<file path="config.mk">
export PLATFORM = sky130hd
export DESIGN_NAME = sim_alpha_ucs2_decoder
export DESIGN_NICKNAME = d
export VERILOG_FILES = /design/src/rtl/core/ucs2d_pkg.sv /design/src/rtl/core/ucs2d_decode.sv /design/src/rtl/core/sim_alpha_ucs2_decoder.sv
export VERILOG_INCLUDE_DIRS = /design/src /design/src/rtl/core
export SDC_FILE = /design/constraint.sdc
export NUM_CORES = 1
export LEC_CHECK = 0
export BUFFER_PORTS_ARGS = -buffer_cell sky130_fd_sc_hd__buf_4
export CAP_MARGIN = 20
export CORE_ASPECT_RATIO = 0.9
export CORE_MARGIN = 4
export CORE_UTILIZATION = 55
export DETAILED_ROUTE_END_ITERATION = 16
export GPL_ROUTABILITY_DRIVEN = 1
export PLACE_DENSITY = 0.84
export SLEW_MARGIN = 15
export SYNTH_ARGS = -nofsm -noshare
export SYNTH_HDL_FRONTEND = slang
export SYNTH_SLANG_ARGS = --single-unit
</file>
<file path="constraint.sdc">
create_clock -name i_clk -period 4.25 [get_ports i_clk]
set_input_delay 0.6375 -clock i_clk [delete_from_list [all_inputs] [get_ports i_clk]]
set_output_delay 0.6375 -clock i_clk [all_outputs]
set_load 0.03 [all_outputs]
</file>
<file path="src/rtl/core/sim_alpha_ucs2_decoder_assert.svh">
// assertion macros for the sim alpha ucs2 decoder
// used by the top level only, no other dependencies
`ifndef SIM_ALPHA_UCS2_DECODER_ASSERT_SVH
`define SIM_ALPHA_UCS2_DECODER_ASSERT_SVH

`ifndef NO_ASSERTIONS

`define UCS2D_ASSERT_NOW(label, clk, rst_n, ante, cons) \
    label: assert property (@(posedge clk) disable iff (!rst_n) (ante) |-> (cons)) \
        else $error("ucs2 decoder check failed");

`define UCS2D_ASSERT_NEXT(label, clk, rst_n, ante, cons) \
    label: assert property (@(posedge clk) disable iff (!rst_n) (ante) |=> (cons)) \
        else $error("ucs2 decoder check failed");

`else

`define UCS2D_ASSERT_NOW(label, clk, rst_n, ante, cons)

`define UCS2D_ASSERT_NEXT(label, clk, rst_n, ante, cons)

`endif

`endif

</file>
<file path="src/rtl/core/ucs2d_pkg.sv">
// shared types, codes and gsm tables for the sim alpha ucs2 decoder
// no dependencies
package ucs2d_pkg;

    localparam logic [1:0] MODE_80  = 2'd0;
    localparam logic [1:0] MODE_81  = 2'd1;
    localparam logic [1:0] MODE_82  = 2'd2;
    localparam logic [1:0] MODE_BAD = 2'd3;

    localparam logic [1:0] PH_COUNT         = 2'd0;
    localparam logic [1:0] PH_BASE          = 2'd1;
    localparam logic [1:0] PH_AFTER_BASE    = 2'd2;
    localparam logic [1:0] PH_AFTER_BASE_LO = 2'd3;

    localparam logic [7:0]  ESC_BYTE   = 8'h1B;
    localparam logic [15:0] TERM_CODE  = 16'hFFFF;
    localparam logic [15:0] MAX_CHARS_RESET = 16'hFFFF;

    typedef struct packed {
        logic [7:0] data_byte;
        logic       first_byte;
        logic       last_byte;
        logic [1:0] coding_mode;
    } t_item;

    typedef struct packed {
        logic        emit;
        logic        char_valid;
        logic [15:0] char_code;
        logic        record_done;
        logic [15:0] char_count;
    } t_result;

    localparam logic [15:0] GSM_BASIC [128] = '{
        16'h0040, 16'h00A3, 16'h0024, 16'h00A5, 16'h00E8, 16'h00E9, 16'h00F9, 16'h00EC,
        16'h00F2, 16'h00C7, 16'h000A, 16'h00D8, 16'h00F8, 16'h000D, 16'h00C5, 16'h00E5,
        16'h0394, 16'h005F, 16'h03A6, 16'h0393, 16'h039B, 16'h03A9, 16'h03A0, 16'h03A8,
        16'h03A3, 16'h0398, 16'h039E, 16'h0020, 16'h00C6, 16'h00E6, 16'h00DF, 16'h00C9,
        16'h0020, 16'h0021, 16'h0022, 16'h0023, 16'h00A4, 16'h0025, 16'h0026, 16'h0027,
        16'h0028, 16'h0029, 16'h002A, 16'h002B, 16'h002C, 16'h002D, 16'h002E, 16'h002F,
        16'h0030, 16'h0031, 16'h0032, 16'h0033, 16'h0034, 16'h0035, 16'h0036, 16'h0037,
        16'h0038, 16'h0039, 16'h003A, 16'h003B, 16'h003C, 16'h003D, 16'h003E, 16'h003F,
        16'h00A1, 16'h0041, 16'h0042, 16'h0043, 16'h0044, 16'h0045, 16'h0046, 16'h0047,
        16'h0048, 16'h0049, 16'h004A, 16'h004B, 16'h004C, 16'h004D, 16'h004E, 16'h004F,
        16'h0050, 16'h0051, 16'h0052, 16'h0053, 16'h0054, 16'h0055, 16'h0056, 16'h0057,
        16'h0058, 16'h0059, 16'h005A, 16'h00C4, 16'h00D6, 16'h00D1, 16'h00DC, 16'h00A7,
        16'h00BF, 16'h0061, 16'h0062, 16'h0063, 16'h0064, 16'h0065, 16'h0066, 16'h0067,
        16'h0068, 16'h0069, 16'h006A, 16'h006B, 16'h006C, 16'h006D, 16'h006E, 16'h006F,
        16'h0070, 16'h0071, 16'h0072, 16'h0073, 16'h0074, 16'h0075, 16'h0076, 16'h0077,
        16'h0078, 16'h0079, 16'h007A, 16'h00E4, 16'h00F6, 16'h00F1, 16'h00FC, 16'h00E0
    };

    function automatic logic [15:0] gsm_ext(input logic [6:0] idx);
        logic [15:0] code;
        unique case (idx)
            7'h0A:   code = 16'h000A;
            7'h14:   code = 16'h005E;
            7'h1B:   code = 16'h0020;
            7'h28:   code = 16'h007B;
            7'h29:   code = 16'h007D;
            7'h2F:   code = 16'h005C;
            7'h3C:   code = 16'h005B;
            7'h3D:   code = 16'h007E;
            7'h3E:   code = 16'h005D;
            7'h40:   code = 16'h007C;
            7'h65:   code = 16'h20AC;
            default: code = 16'h0000;
        endcase
        return code;
    endfunction

endpackage

</file>
<file path="src/rtl/core/ucs2d_decode.sv">
// per-record decode state and single-pass byte decode logic
// depends on ucs2d_pkg
module ucs2d_decode (
    input  logic                i_clk,
    input  logic                i_rst_n,
    input  logic                i_step,
    input  ucs2d_pkg::t_item    i_item,
    input  logic [15:0]         i_max_chars,
    output ucs2d_pkg::t_result  o_result
);

    logic [1:0]  r_active_mode, n_active_mode;
    logic [1:0]  r_header_phase, n_header_phase;
    logic [7:0]  r_bytes_left, n_bytes_left;
    logic [15:0] r_base, n_base;
    logic [7:0]  r_high_hold, n_high_hold;
    logic        r_pair_half, n_pair_half;
    logic        r_escape, n_escape;
    logic [15:0] r_chars, n_chars;
    logic        r_stopped, n_stopped;

    logic        room;
    logic        char_valid;
    logic [15:0] char_code;
    logic [15:0] pair_code;
    logic [1:0]  data_phase;
    logic [7:0]  b;

    assign b          = i_item.data_byte;
    assign room       = r_chars < i_max_chars;
    assign pair_code  = {r_high_hold, b};
    assign data_phase = (r_active_mode == ucs2d_pkg::MODE_81) ?
                        ucs2d_pkg::PH_AFTER_BASE : ucs2d_pkg::PH_AFTER_BASE_LO;

    always_comb begin
        n_active_mode  = r_active_mode;
        n_header_phase = r_header_phase;
        n_bytes_left   = r_bytes_left;
        n_base         = r_base;
        n_high_hold    = r_high_hold;
        n_pair_half    = r_pair_half;
        n_escape       = r_escape;
        n_stopped      = r_stopped;
        char_valid     = 1'b0;
        char_code      = 16'h0000;

        if (i_item.first_byte) begin
            n_active_mode  = i_item.coding_mode;
            n_header_phase = ucs2d_pkg::PH_COUNT;
            n_bytes_left   = 8'd0;
            n_base         = 16'h0000;
            n_high_hold    = 8'd0;
            n_pair_half    = 1'b0;
            n_escape       = 1'b0;
            n_stopped      = (i_item.coding_mode == ucs2d_pkg::MODE_BAD);
        end else if (!r_stopped) begin
            if (r_active_mode == ucs2d_pkg::MODE_80) begin
                if (!r_pair_half) begin
                    n_high_hold = b;
                    n_pair_half = 1'b1;
                end else begin
                    n_pair_half = 1'b0;
                    if (!room || pair_code == ucs2d_pkg::TERM_CODE) begin
                        n_stopped = 1'b1;
                    end else begin
                        char_valid = 1'b1;
                        char_code  = pair_code;
                    end
                end
            end else if (r_header_phase == ucs2d_pkg::PH_COUNT) begin
                n_bytes_left   = b;
                n_header_phase = ucs2d_pkg::PH_BASE;
            end else if (r_header_phase == ucs2d_pkg::PH_BASE &&
                         r_active_mode == ucs2d_pkg::MODE_81) begin
                n_base         = {1'b0, b, 7'b0};
                n_header_phase = ucs2d_pkg::PH_AFTER_BASE;
            end else if (r_header_phase == ucs2d_pkg::PH_BASE) begin
                n_high_hold    = b;
                n_header_phase = ucs2d_pkg::PH_AFTER_BASE;
            end else if (r_header_phase == ucs2d_pkg::PH_AFTER_BASE &&
                         r_active_mode == ucs2d_pkg::MODE_82) begin
                n_base         = {r_high_hold, b};
                n_header_phase = ucs2d_pkg::PH_AFTER_BASE_LO;
            end else if (r_header_phase == data_phase) begin
                if (r_escape) begin
                    n_escape = 1'b0;
                    if (r_bytes_left != 8'd0) begin
                        n_bytes_left = r_bytes_left - 8'd1;
                    end
                    if (room) begin
                        char_valid = 1'b1;
                        char_code  = ucs2d_pkg::gsm_ext(b[6:0]);
                    end else begin
                        n_stopped = 1'b1;
                    end
                end else if (r_bytes_left == 8'd0) begin
                    n_stopped = r_stopped;
                end else if (!room) begin
                    n_stopped = 1'b1;
                end else begin
                    n_bytes_left = r_bytes_left - 8'd1;
                    if (b[7]) begin
                        char_valid = 1'b1;
                        char_code  = r_base + {9'b0, b[6:0]};
                    end else if (b == ucs2d_pkg::ESC_BYTE) begin
                        n_escape = 1'b1;
                    end else begin
                        char_valid = 1'b1;
                        char_code  = ucs2d_pkg::GSM_BASIC[b[6:0]];
                    end
                end
            end
        end

        if (i_item.first_byte) begin
            n_chars = 16'd0;
        end else if (char_valid) begin
            n_chars = r_chars + 16'd1;
        end else begin
            n_chars = r_chars;
        end

        if (i_item.last_byte) begin
            n_stopped = 1'b1;
        end
    end

    always_ff @(posedge i_clk) begin
        if (!i_rst_n) begin
            r_active_mode  <= ucs2d_pkg::MODE_80;
            r_header_phase <= ucs2d_pkg::PH_COUNT;
            r_bytes_left   <= 8'd0;
            r_base         <= 16'h0000;
            r_high_hold    <= 8'd0;
            r_pair_half    <= 1'b0;
            r_escape       <= 1'b0;
            r_chars        <= 16'd0;
            r_stopped      <= 1'b0;
        end else if (i_step) begin
            r_active_mode  <= n_active_mode;
            r_header_phase <= n_header_phase;
            r_bytes_left   <= n_bytes_left;
            r_base         <= n_base;
            r_high_hold    <= n_high_hold;
            r_pair_half    <= n_pair_half;
            r_escape       <= n_escape;
            r_chars        <= n_chars;
            r_stopped      <= n_stopped;
        end
    end

    assign o_result.emit        = char_valid | i_item.last_byte;
    assign o_result.char_valid  = char_valid;
    assign o_result.char_code   = char_code;
    assign o_result.record_done = i_item.last_byte;
    assign o_result.char_count  = n_chars;

endmodule

</file>
<file path="src/rtl/core/sim_alpha_ucs2_decoder.sv">
// sim alpha record decoder top level: input register, decode, result register
// depends on ucs2d_pkg, ucs2d_decode and sim_alpha_ucs2_decoder_assert.svh
//
// input channel: one record byte per transaction with first/last markers and
// the coding mode, which is sampled on the first byte (the coding identifier).
// output channel: a result transaction is produced for each decoded character
// and for the byte marked last; other bytes give no result.
// configuration channel: writes max_chars, always ready; write only while idle.
// path: an accepted byte is held in the input register, decoded combinationally, and
// its result is registered into the result register, from which it is offered.
// throughput: one byte per cycle while the result register is free, limited by the
// single decode state update between the input register and the result register.
// reset: decode state cleared, max_chars set to 65535, no result pending,
// bytes before any first byte are decoded as mode '80' data.
// receiver stall: the result register holds, the input register still takes a byte
// if it was empty, then o_in_ready drops until the result is taken.
//
`include "sim_alpha_ucs2_decoder_assert.svh"

module sim_alpha_ucs2_decoder (
    input  logic        i_clk,
    input  logic        i_rst_n,
    input  logic        i_in_valid,
    output logic        o_in_ready,
    input  logic [7:0]  i_data_byte,
    input  logic        i_first_byte,
    input  logic        i_last_byte,
    input  logic [1:0]  i_coding_mode,
    output logic        o_out_valid,
    input  logic        i_out_ready,
    output logic        o_char_valid,
    output logic [15:0] o_char_code,
    output logic        o_record_done,
    output logic [15:0] o_char_count,
    input  logic        i_cfg_valid,
    output logic        o_cfg_ready,
    input  logic [15:0] i_cfg_data
);

    logic                r_in_valid;
    ucs2d_pkg::t_item    r_item;
    logic                r_out_valid;
    ucs2d_pkg::t_result  r_out;
    logic [15:0]         r_max_chars;
    ucs2d_pkg::t_result  dec_result;
    logic                out_free;
    logic                advance;

    assign out_free    = !r_out_valid || i_out_ready;
    assign advance     = r_in_valid && out_free;
    assign o_in_ready  = !r_in_valid || out_free;
    assign o_cfg_ready = 1'b1;

    always_ff @(posedge i_clk) begin
        if (!i_rst_n) begin
            r_max_chars <= ucs2d_pkg::MAX_CHARS_RESET;
        end else if (i_cfg_valid) begin
            r_max_chars <= i_cfg_data;
        end
    end

    always_ff @(posedge i_clk) begin
        if (!i_rst_n) begin
            r_in_valid <= 1'b0;
        end else if (i_in_valid && o_in_ready) begin
            r_in_valid <= 1'b1;
        end else if (advance) begin
            r_in_valid <= 1'b0;
        end
    end

    always_ff @(posedge i_clk) begin
        if (i_in_valid && o_in_ready) begin
            r_item.data_byte   <= i_data_byte;
            r_item.first_byte  <= i_first_byte;
            r_item.last_byte   <= i_last_byte;
            r_item.coding_mode <= i_coding_mode;
        end
    end

    ucs2d_decode u_decode (
        .i_clk       (i_clk),
        .i_rst_n     (i_rst_n),
        .i_step      (advance),
        .i_item      (r_item),
        .i_max_chars (r_max_chars),
        .o_result    (dec_result)
    );

    always_ff @(posedge i_clk) begin
        if (!i_rst_n) begin
            r_out_valid <= 1'b0;
        end else if (advance) begin
            r_out_valid <= dec_result.emit;
        end else if (i_out_ready) begin
            r_out_valid <= 1'b0;
        end
    end

    always_ff @(posedge i_clk) begin
        if (advance && dec_result.emit) begin
            r_out <= dec_result;
        end
    end

    assign o_out_valid   = r_out_valid;
    assign o_char_valid  = r_out.char_valid;
    assign o_char_code   = r_out.char_code;
    assign o_record_done = r_out.record_done;
    assign o_char_count  = r_out.char_count;

    `UCS2D_ASSERT_NOW(a_char_count_bounds, i_clk, i_rst_n,
        o_out_valid && o_char_valid, o_char_count != 16'd0 && o_char_count <= r_max_chars)

    `UCS2D_ASSERT_NOW(a_empty_result_is_done, i_clk, i_rst_n,
        o_out_valid && !o_char_valid, o_record_done && o_char_code == 16'h0000)

    `UCS2D_ASSERT_NEXT(a_blocked_item_kept, i_clk, i_rst_n,
        r_in_valid && !out_free, r_in_valid)

endmodule

</file>
# --- After elaboration in Yosys (flattened, before gate mapping) ---
# Memory sizes are Yosys's and may differ from the RTL's.
# Index checks and enable logic that the tools add are counted.
word_totals:
  wordCells: 198
  reg_bits: 119
  output_inout_bits: 37
  romBits: 2048
  n_memories: 1
  input_bits: 33
classes:
  n_addsub: 3
  bitwise_logic: 2
  n_mux: 104
  eq_ne: 34
  n_reduce_logical: 32
  n_lt_le_gt_ge: 2
mem_list:
  columns: ["memory", "words", "width", "read_ports", "rd_clocked_by_memory_dff", "wr", "line", "source"]
  rows:
  - ["(name not given)", 128, 16, 1, 0, 0, "ucs2d_decode.sv:109", "char_code = ucs2d_pkg::GSM_BASIC[b[6:0]];"]
op_table:
  columns: ["op", "count"]
  rows:
  - ["2-to-1 mux 16 bit", 25]
  - ["one-hot mux 14 bit (11 select lines)", 1]
  - ["2-to-1 mux 8 bit", 19]
  - ["2-to-1 mux 1 bit", 52]
  - ["equality test 7 x 6 -> 1 bit (second input constant)", 6]
  - ["adder 16 x 1 -> 16 bit (second input constant)", 1]
  - ["adder 16 x 7 -> 16 bit", 1]
  - ["equality test 16 bit (second input constant)", 1]
  - ["< comparator 16 bit", 1]
  - ["!= test 3 x 2 -> 1 bit (second input constant)", 5]
  - ["equality test 7 x 5 -> 1 bit (second input constant)", 2]
  - ["equality test 7 bit (second input constant)", 2]
  - ["2-to-1 mux 2 bit", 7]
  - ["!= test 2 bit (second input constant)", 6]
  - ["AND reduction 6 bit", 2]
  - ["AND reduction 10 bit", 1]
  - ["nonzero test 3 bit", 3]
  - ["equality test 8 x 5 -> 1 bit (second input constant)", 1]
  - ["greater-or-equal comparator 8 bit (second input constant)", 1]
  - ["zero test 8 bit", 1]
  - ["NOT 7 -> 8 bit", 1]
  - ["AND reduction 8 bit", 1]
  - ["nonzero test 2 bit", 4]
  - ["nonzero test 8 bit", 1]
  - ["19 further kinds", 32]

# --- Longest topological paths before layout ---
# Gate-level depths: netlist of the first run.
depth:
  ltp_word: 16
  mapped_depth: 11
  ltp_nobuf: 10

# --- Modules after synthesis ---
# Synthesis of the first run repeated with hierarchy kept, for this count alone.
unflattened:
  hier_cells: 946
  hier_area_um2: 7917.6
modules_own_cells:
  columns: ["mod", "n_inst", "cells_per_inst", "area_per_inst_um2", "seq_area_each_um2"]
  rows:
  - ["ucs2d_decode", 1, 833, 5845.6, 1101.1]
  - ["sim_alpha_ucs2_decoder", 1, 113, 2072.0, 1741.7]

# --- Worst setup path before layout of the first run ---
# Ideal clock, no wire load.
synth_path:
  kind: "flip-flop to flip-flop"
  startpoint: "reg r_item[5] (netlist bit)"
  endpoint: "reg r_out (netlist bit o_char_code[0]), enable pin"
  slack_ps: 542
  t_required_ps: 3825
  arrival_ps: 3283
  path_buffers: 1
  period_less_slack_ps: 3708
  setup_time_ps: 425
  path_stages_with_launch: 9
  path_cell_list: "edfxtp_1 > ha_1 > clkbuf_1 > nand2_1 > nor3_1 > o31a_4 > nor3_2 > nor2_1 > nor2_1"
synth_rtl:
  columns: ["item", "line", "source"]
  rows:
  - ["from (decl)", "sim_alpha_ucs2_decoder.sv:41", "ucs2d_pkg::t_item r_item;"]
  - ["to (signal assigned)", "sim_alpha_ucs2_decoder.sv:102", "r_out <= dec_result;"]
  - ["to (decl)", "sim_alpha_ucs2_decoder.sv:43", "ucs2d_pkg::t_result r_out;"]

# --- Worst setup path in the final report of the first run ---
layout_path:
  startpoint: "reg r_item[4] (netlist bit)"
  endpoint: "reg r_out (netlist bit o_char_code[4]) (data pin)"
layout_between:
  elab_chain_len: 15
  elab_cells_between_ends: 34
  classes_between: "1 x add/sub; 13 x eq/ne; 17 x mux; 1 x bitwise; 1 x reduce/logical; 1 x memory"
layout_rtl:
  columns: ["item", "line", "source"]
  rows:
  - ["NOT 7 -> 8 bit (implied by the code)", "ucs2d_decode.sv:109", null]
  - ["memory read (128 x 16 bit)", null, null]
  - ["2-to-1 mux 16 bit (implied by the code) (2 in series)", "ucs2d_decode.sv:109", null]
  - ["2-to-1 mux 16 bit", "ucs2d_decode.sv:105", "end else if (b == ucs2d_pkg::ESC_BYTE) begin"]
  - ["2-to-1 mux 16 bit", "ucs2d_decode.sv:102", "if (b[7]) begin"]
  - ["2-to-1 mux 16 bit", "ucs2d_decode.sv:98", "end else if (!room) begin"]
  - ["2-to-1 mux 16 bit", "ucs2d_decode.sv:96", "end else if (r_bytes_left == 8'd0) begin"]
  - ["2-to-1 mux 16 bit", "ucs2d_decode.sv:85", "if (r_escape) begin"]
  - ["2-to-1 mux 16 bit", "ucs2d_decode.sv:84", "end else if (r_header_phase == data_phase) begin"]
  - ["2-to-1 mux 16 bit", "ucs2d_decode.sv:80", "end else if (r_header_phase == ucs2d_pkg::PH_AFTER_BASE &&"]
  - ["2-to-1 mux 16 bit", "ucs2d_decode.sv:77", "end else if (r_header_phase == ucs2d_pkg::PH_BASE) begin"]
  - ["2-to-1 mux 16 bit", "ucs2d_decode.sv:73", "end else if (r_header_phase == ucs2d_pkg::PH_BASE &&"]
  - ["2-to-1 mux 16 bit", "ucs2d_decode.sv:70", "end else if (r_header_phase == ucs2d_pkg::PH_COUNT) begin"]
  - ["2-to-1 mux 16 bit (*)", "ucs2d_decode.sv:57", "if (r_active_mode == ucs2d_pkg::MODE_80) begin"]
# Every way passes the cells marked *; elsewhere a longest branch is shown, timed or not. The select of a mux whose other input is x is not followed.
# A chain may end at the register's enable or synchronous reset.

==> results of run 1 <==
[synth_stat cells, types with 4 or more instances]
cell       instances
or2_2              4
nor2b_1           14
nor3b_1            5
mux2i_1           13
inv_1             34
a211oi_1           7
xor2_1            16
o211ai_1          25
dfxtp_1           73
buf_4              4
a22oi_1            4
a31oi_1           16
ha_1              32
a2bb2oi_1          8
nand2b_1          12
o21ai_0           47
o31ai_1            6
and3_1            12
or3_1             15
or4_1              8
clkbuf_1          51
and4_1             4
nor3_1            32
edfxtp_1          46
nand3b_1           6
xnor2_1           11
nor2_1           103
nand2_1           84
nor4_1             8
nand3_1           27
o22ai_1            6
a21oi_1           98
buf_2             11
and2_1             6
o21a_1             6
nand4_1           11
[state kept, by name, indices dropped and copies added, names as in the netlist, 2 cells and up]
name                     flops
u_decode.r_base             16
u_decode.r_high_hold         8
o_char_count                16
o_char_code                 16
u_decode.r_chars            16
r_max_chars                 16
u_decode.r_bytes_left        8
u_decode.r_active_mode       2
u_decode.r_header_phase      2
r_item                      12
[area by class of cell]
cell class	count	area, um^2	share of cell area
clock buffer	19	433	0.0493
clock inverter	13	179	0.0204
inverter	35	131	0.0150
multi-input combinational	707	4370	0.498
sequential	119	2840	0.324
tap	168	210	0.0239
timing repair buffer	82	616	0.0701
[report_power, final]
group	switching [mW]	internal, mW
registers	0.0356	1.22
clock network	0.525	0.976
logic	0.252	0.137
[cells by family after synthesis]
family,after synthesis,synth area share
simple gates,362,0.239
xor+xnor,27,0.0310
other cells,1,0.000491
buf+inv,104,0.0560
compound gates,269,0.224
fa+ha+maj,33,0.0551
mux,15,0.0229
flops,119,0.372
[stage by stage]
stage | hold slack, ns | worst slack [ns] | total power, mW | area [um^2] | util
CTS | 0.375 | 0.755 | 3.15 | 8780 | 0.652
floorplan | 0.436 | 0.542 | 1.54 | 7640 | -
global route | 0.373 | 0.455 | 3.25 | 8780 | 0.653
global placement | 0.445 | 0.949 | 1.65 | 8170 | 0.607
finish | 0.389 | 0.681 | 3.15 | 8780 | 0.653
detailed placement | 0.449 | 0.817 | 1.65 | 8170 | 0.607
[metal layers]
layer / part of all wire / vias to the layer above / global-route usage
met2: 0.42 / 440 / 0.386
met3: 0.10 / 71 / 0.0608
met5: 0 / - / 0
met4: 0.031 / 0 / 0.114
li1: - / 3454 / -
met1: 0.44 / 3406 / 0.405
[final timing paths]
path | end | slack, ns | depth (start not counted) | from
setup / recovery | o_char_code[4] | 0.68 | 10 | r_item[4]
hold / removal | r_item[6] | 0.39 | 1 | i_data_byte[2]
setup reg to reg | o_char_code[4] | 0.68 | 10 | r_item[4]
hold reg to reg | u_decode.r_base[4] | 0.46 | 2 | u_decode.r_base[4]
[worst max-delay path, stage by stage, from the launching register on]
cell       delay [ns]
edfxtp_1         0.54
buf_4            0.26
inv_1            0.30
ha_1             0.54
nand2_1          0.17
nand3b_1         0.12
a21oi_1          0.06
a2111oi_0        0.76
a221o_1          0.24
a21oi_1          0.07
o31ai_1          0.30
==> run_results.csv, run 1 <==
group,metric,value,unit
logic_synthesis,synth_cell_types,78,
final_layout,final_layout_size_suffix_gt1_frac,0.135,
logic_synthesis,yosysTopAreaCellShare,0.191,
logic_synthesis,ys_seq_area_frac,0.372,
placed_design,dpl.cell_count,1110,
clock_tree,clockBufferDepth,2,
logic_synthesis,synth_top_flop_cell,"dfxtp_1",
logic_synthesis,synth_area_per_cell,8.21,um^2
logic_synthesis,syn_inst,930,
logic_synthesis,synth_area,7640,um^2
sta,slew_violations,0,
sta,fin_tns_setup,0,ns
min_path,hp-class,"input port to register",
detailed_routing,viasPerCell,6.45,
logic_synthesis,async_flop_share,0,
sta,rsz0062_at_grt,"no",
pwr,max-vdd-ir-drop,0.269,mV
global_routing,overflow,0,
detailed_routing,dr.first_iter.drc_count,1136,
clock_tree,cts_hold_buf,0,
sta,clock_skew,0.00609,ns
detailed_routing,firstDrtPassIters,6,
setup_path,crit_fanout,13,
status,status,"complete, no violations",
floorplanning,dieArea,15800,um^2
sta,setup_violations,0,
global_routing,antenna_found_initial,0,
global_routing,grt_first_pass_wirelength,35.3,mm
setup_path,start_kind,"register",
final_layout,final_common_cell,"nor2_1",
global_routing,grt_max_degree,41,
final_layout,diodes,0,
clock_tree,clk_latency,0.42,ns
sta,max_freq,280,MHz
floorplanning,start_util,0.567,
placed_design,routabilityCongestion,1.03,
logic_synthesis,syn-num-nets,996,
logic_synthesis,synth_top_area_cell,"dfxtp_1",
setup_path,path_class,"register to register",
floorplanning,core,13500,um^2
floorplanning,die_h,120,um
floorplanning,die_x,132,um
detailed_routing,drt_wl_total,21.7,mm
floorplanning,rows,40,
final_layout,mostFrequentLayoutCells,"102 x nor2_1, 98 x a21oi_1, 84 x nand2_1",
sta,finalCriticalPeriod,3.57,ns
detailed_routing,wl_per_cell,19.0,um
final_layout,filler_cell_count,1103,
clock_tree,cts_tree,"done",
detailed_routing,ant_nets,0,
setup_path,worstPathArrival,3.80,ns
clock_tree,htreeDepth,4,
logic_synthesis,synth_edf_count,46,
clock_tree,path_clk_slew,0.06,ns
placed_design,hpwl,14.5,mm
sta,worst_pin_slew,1.06,ns
clock_tree,cts_buffers,17,
sta,slew_headroom,0.289,
placed_design,io_buffers,68,
global_routing,grt_pass1_vias,6751,
final_layout,fin_nets,1028,
floorplanning,ios,70,
final_layout,layout-area-overhead-vs-synth,15.0,%
clock_tree,postCtsSetupBuffers,0,
detailed_routing,num_vias,7371,
setup_path,required,4.48,ns
global_routing,track_usage,0.274,
setup_path,endpoint_kind,"register",
pwr,leakagePower,3.36,nW
logic_synthesis,yosys_warnings,0,
detailed_routing,route.detailed.drc,0,
sta,final.period_utilization,0.840,
run,max_cap_viol_count,0,
clock_tree,cts.sink_count,119,
clock_tree,clockRootBuffer,"clkbuf_16",
pwr,power_density,358,nW/um^2
sta,hold_viol,0,
logic_synthesis,synth_top_cells_by_area,"dfxtp_1 19%, edfxtp_1 18%, a21oi_1 6.4%, ha_1 5.2%, nor2_1 5.1%",
final_layout,layout.cells.non_filler,1143,
clock_tree,cts_resized,0,
logic_synthesis,synth-seq-cells,119,
No activity file was read; power rests on OpenSTA's default activity.
==> run 2: changes to the inputs <==
==> constraint.sdc (replaced) <==
create_clock -name i_clk -period 3.47 [get_ports i_clk]
set_input_delay 0.5205 -clock i_clk [delete_from_list [all_inputs] [get_ports i_clk]]
set_output_delay 0.5205 -clock i_clk [all_outputs]
set_load 0.03 [all_outputs]
==> run 2 against run 1 <==
Effect of this change:
- via count is 1.4% higher
- largest power group unchanged
- critical path type unchanged
- worst setup slack worse by 0.39 ns
- critical path depth shrank 1
- critical endpoint is now o_char_code[0]
- largest cell class unchanged
- clock skew grew 0.0063 ns
==> run_results.csv, run 2 (synthesized netlist as in run 1, its figures left out) <==
group,metric,value,unit
pwr,power_density,415,nW/um^2
final_layout,diodes,0,
min_path,hp-class,"input port to register",
final_layout,final_layout_size_suffix_gt1_frac,0.154,
setup_path,start_kind,"register",
sta,worst_pin_slew,0.950,ns
sta,rsz0062_at_grt,"no",
placed_design,routabilityCongestion,0.984,
global_routing,antenna_found_initial,0,
floorplanning,core,13500,um^2
clock_tree,postCtsSetupBuffers,0,
detailed_routing,route.detailed.drc,0,
sta,final.period_utilization,0.916,
clock_tree,cts_hold_buf,0,
setup_path,required,3.72,ns
detailed_routing,num_vias,7473,
setup_path,rr_startpoint,"u_decode.r_chars[11]",
floorplanning,ios,70,
pwr,comb_power_share,0.137,
final_layout,fin_nets,1047,
floorplanning,start_util,0.567,
sta,clock_skew,0.0123,ns
clock_tree,cts_tree,"done",
placed_design,io_buffers,68,
global_routing,grt_first_pass_wirelength,35.5,mm
final_layout,final_common_cell,"nor2_1",
placed_design,dp_worst_setup_slack,0.387,ns
clock_tree,cts_resized,0,
detailed_routing,firstDrtPassIters,6,
pwr,max-vdd-ir-drop,0.411,mV
setup_path,path_class,"register to register",
setup_path,endpoint_kind,"register",
setup_path,r2r_end,"o_char_code[0]",
clock_tree,htreeDepth,4,
pwr,pwr-share-seq,0.414,
global_routing,overflow,0,
detailed_routing,dr.first_iter.drc_count,1086,
status,status,"complete, no violations",
sta,slew_headroom,0.362,
final_layout,filler_cell_count,1125,
clock_tree,clockBufferDepth,2,
run,max_cap_viol_count,0,
clock_tree,clk_latency,0.43,ns
sta,hold_viol,0,
min_path,min-delay-start,"i_coding_mode[0]",
global_routing,grt_pass1_vias,6845,
detailed_routing,viasPerCell,6.43,
sta,fin_tns_setup,0,ns
pwr,swShare,0.281,
setup_path,reg2regPathDepth,9,
pwr,pwr-share-clk,0.449,
global_routing,grt_max_degree,56,
clock_tree,cts_buffers,17,
placed_design,hpwl,15.4,mm
min_path,hold_depth,1,
sta,max_freq,315,MHz
setup_path,r2r_setup_slack,0.29,ns
floorplanning,die_h,120,um
global_routing,track_usage,0.279,
final_layout,layout-area-overhead-vs-synth,16.5,%
floorplanning,die_x,132,um
final_layout,mostFrequentLayoutCells,"102 x nor2_1, 99 x buf_4, 98 x a21oi_1",
sta,slew_violations,0,
sta,finalCriticalPeriod,3.18,ns
sta,setup_violations,0,
detailed_routing,wl_per_cell,19.2,um
setup_path,crit_fanout,8,
setup_path,crit_start,"u_decode.r_chars[11]",
pwr,netSwitchingPower,1.04,mW
pwr,leakagePower,3.43,nW
detailed_routing,ant_nets,0,
pwr,intPower,2.66,mW
floorplanning,dieArea,15800,um^2
clock_tree,cts.sink_count,119,
min_path,min_to,"r_item[0]",
sta,fin_ws,0.293,ns
setup_path,worstPathArrival,3.42,ns
floorplanning,rows,40,
clock_tree,path_clk_slew,0.06,ns
clock_tree,clockRootBuffer,"clkbuf_16",
detailed_routing,drt_wl_total,22.3,mm
run 2: metrics by stage:
step	cell area [um^2]	power, mW	utilization	cells	hold slack [ns]
3_3_place_gp	8320	2.04	0.618	1129	0.445
5_1_grt	8900	3.83	0.661	1162	0.256
4_1_cts	8870	3.70	0.659	1161	0.255
2_1_floorplan	7640	1.88	-	930	0.436
3_5_place_dp	8320	2.05	0.618	1129	0.450
6_report	8900	3.70	0.661	1162	0.269
run 2: worst max-delay path by stage:
| stage | to | slack (ns) | cells after the start |
|---|---|---|---|
| global placement | o_char_code[0] | 0.54 | 9 |
| floorplan | o_char_code[0] | 0.31 | 8 |
| detailed placement | o_char_code[0] | 0.39 | 9 |
| global route | o_char_code[0] | 0.04 | 9 |
| CTS | o_char_code[0] | 0.37 | 9 |
| finish | o_char_code[0] | 0.29 | 9 |
run 2: routing by layer:
layer	part of all wire	global-route usage	vias up
met2	0.44	0.416	408
met4	0.025	0.104	0
li1	-	-	3498
met1	0.43	0.387	3503
met3	0.11	0.0780	64
met5	0	0	-
run 2: worst max-delay path, cell delays in order, from the launching register on:
cell,delay (ns)
dfxtp_1,0.41
ha_1,0.30
a21oi_1,0.17
o21a_1,0.14
a2bb2oi_1,0.25
o211ai_1,0.18
buf_4,0.19
nor3_1,0.78
o21ai_0,0.28
o31ai_1,0.29
run 2: area by class of cell:
cell class	count	area (um^2)	area share
clock buffer	17	425	0.0478
clock inverter	15	126	0.0142
inverter	35	131	0.0148
multi-input combinational	707	4370	0.491
sequential	119	2840	0.319
tap	168	210	0.0236
timing repair buffer	101	791	0.0889
run 2: power groups by stage:
stage	sequential [mW]	combinational (mW)	clock, mW
2_1_floorplan	1.57	0.308	0
3_3_place_gp	1.56	0.486	0
3_5_place_dp	1.56	0.488	0
4_1_cts	1.53	0.492	1.67
5_1_grt	1.53	0.548	1.74
6_report	1.53	0.507	1.66
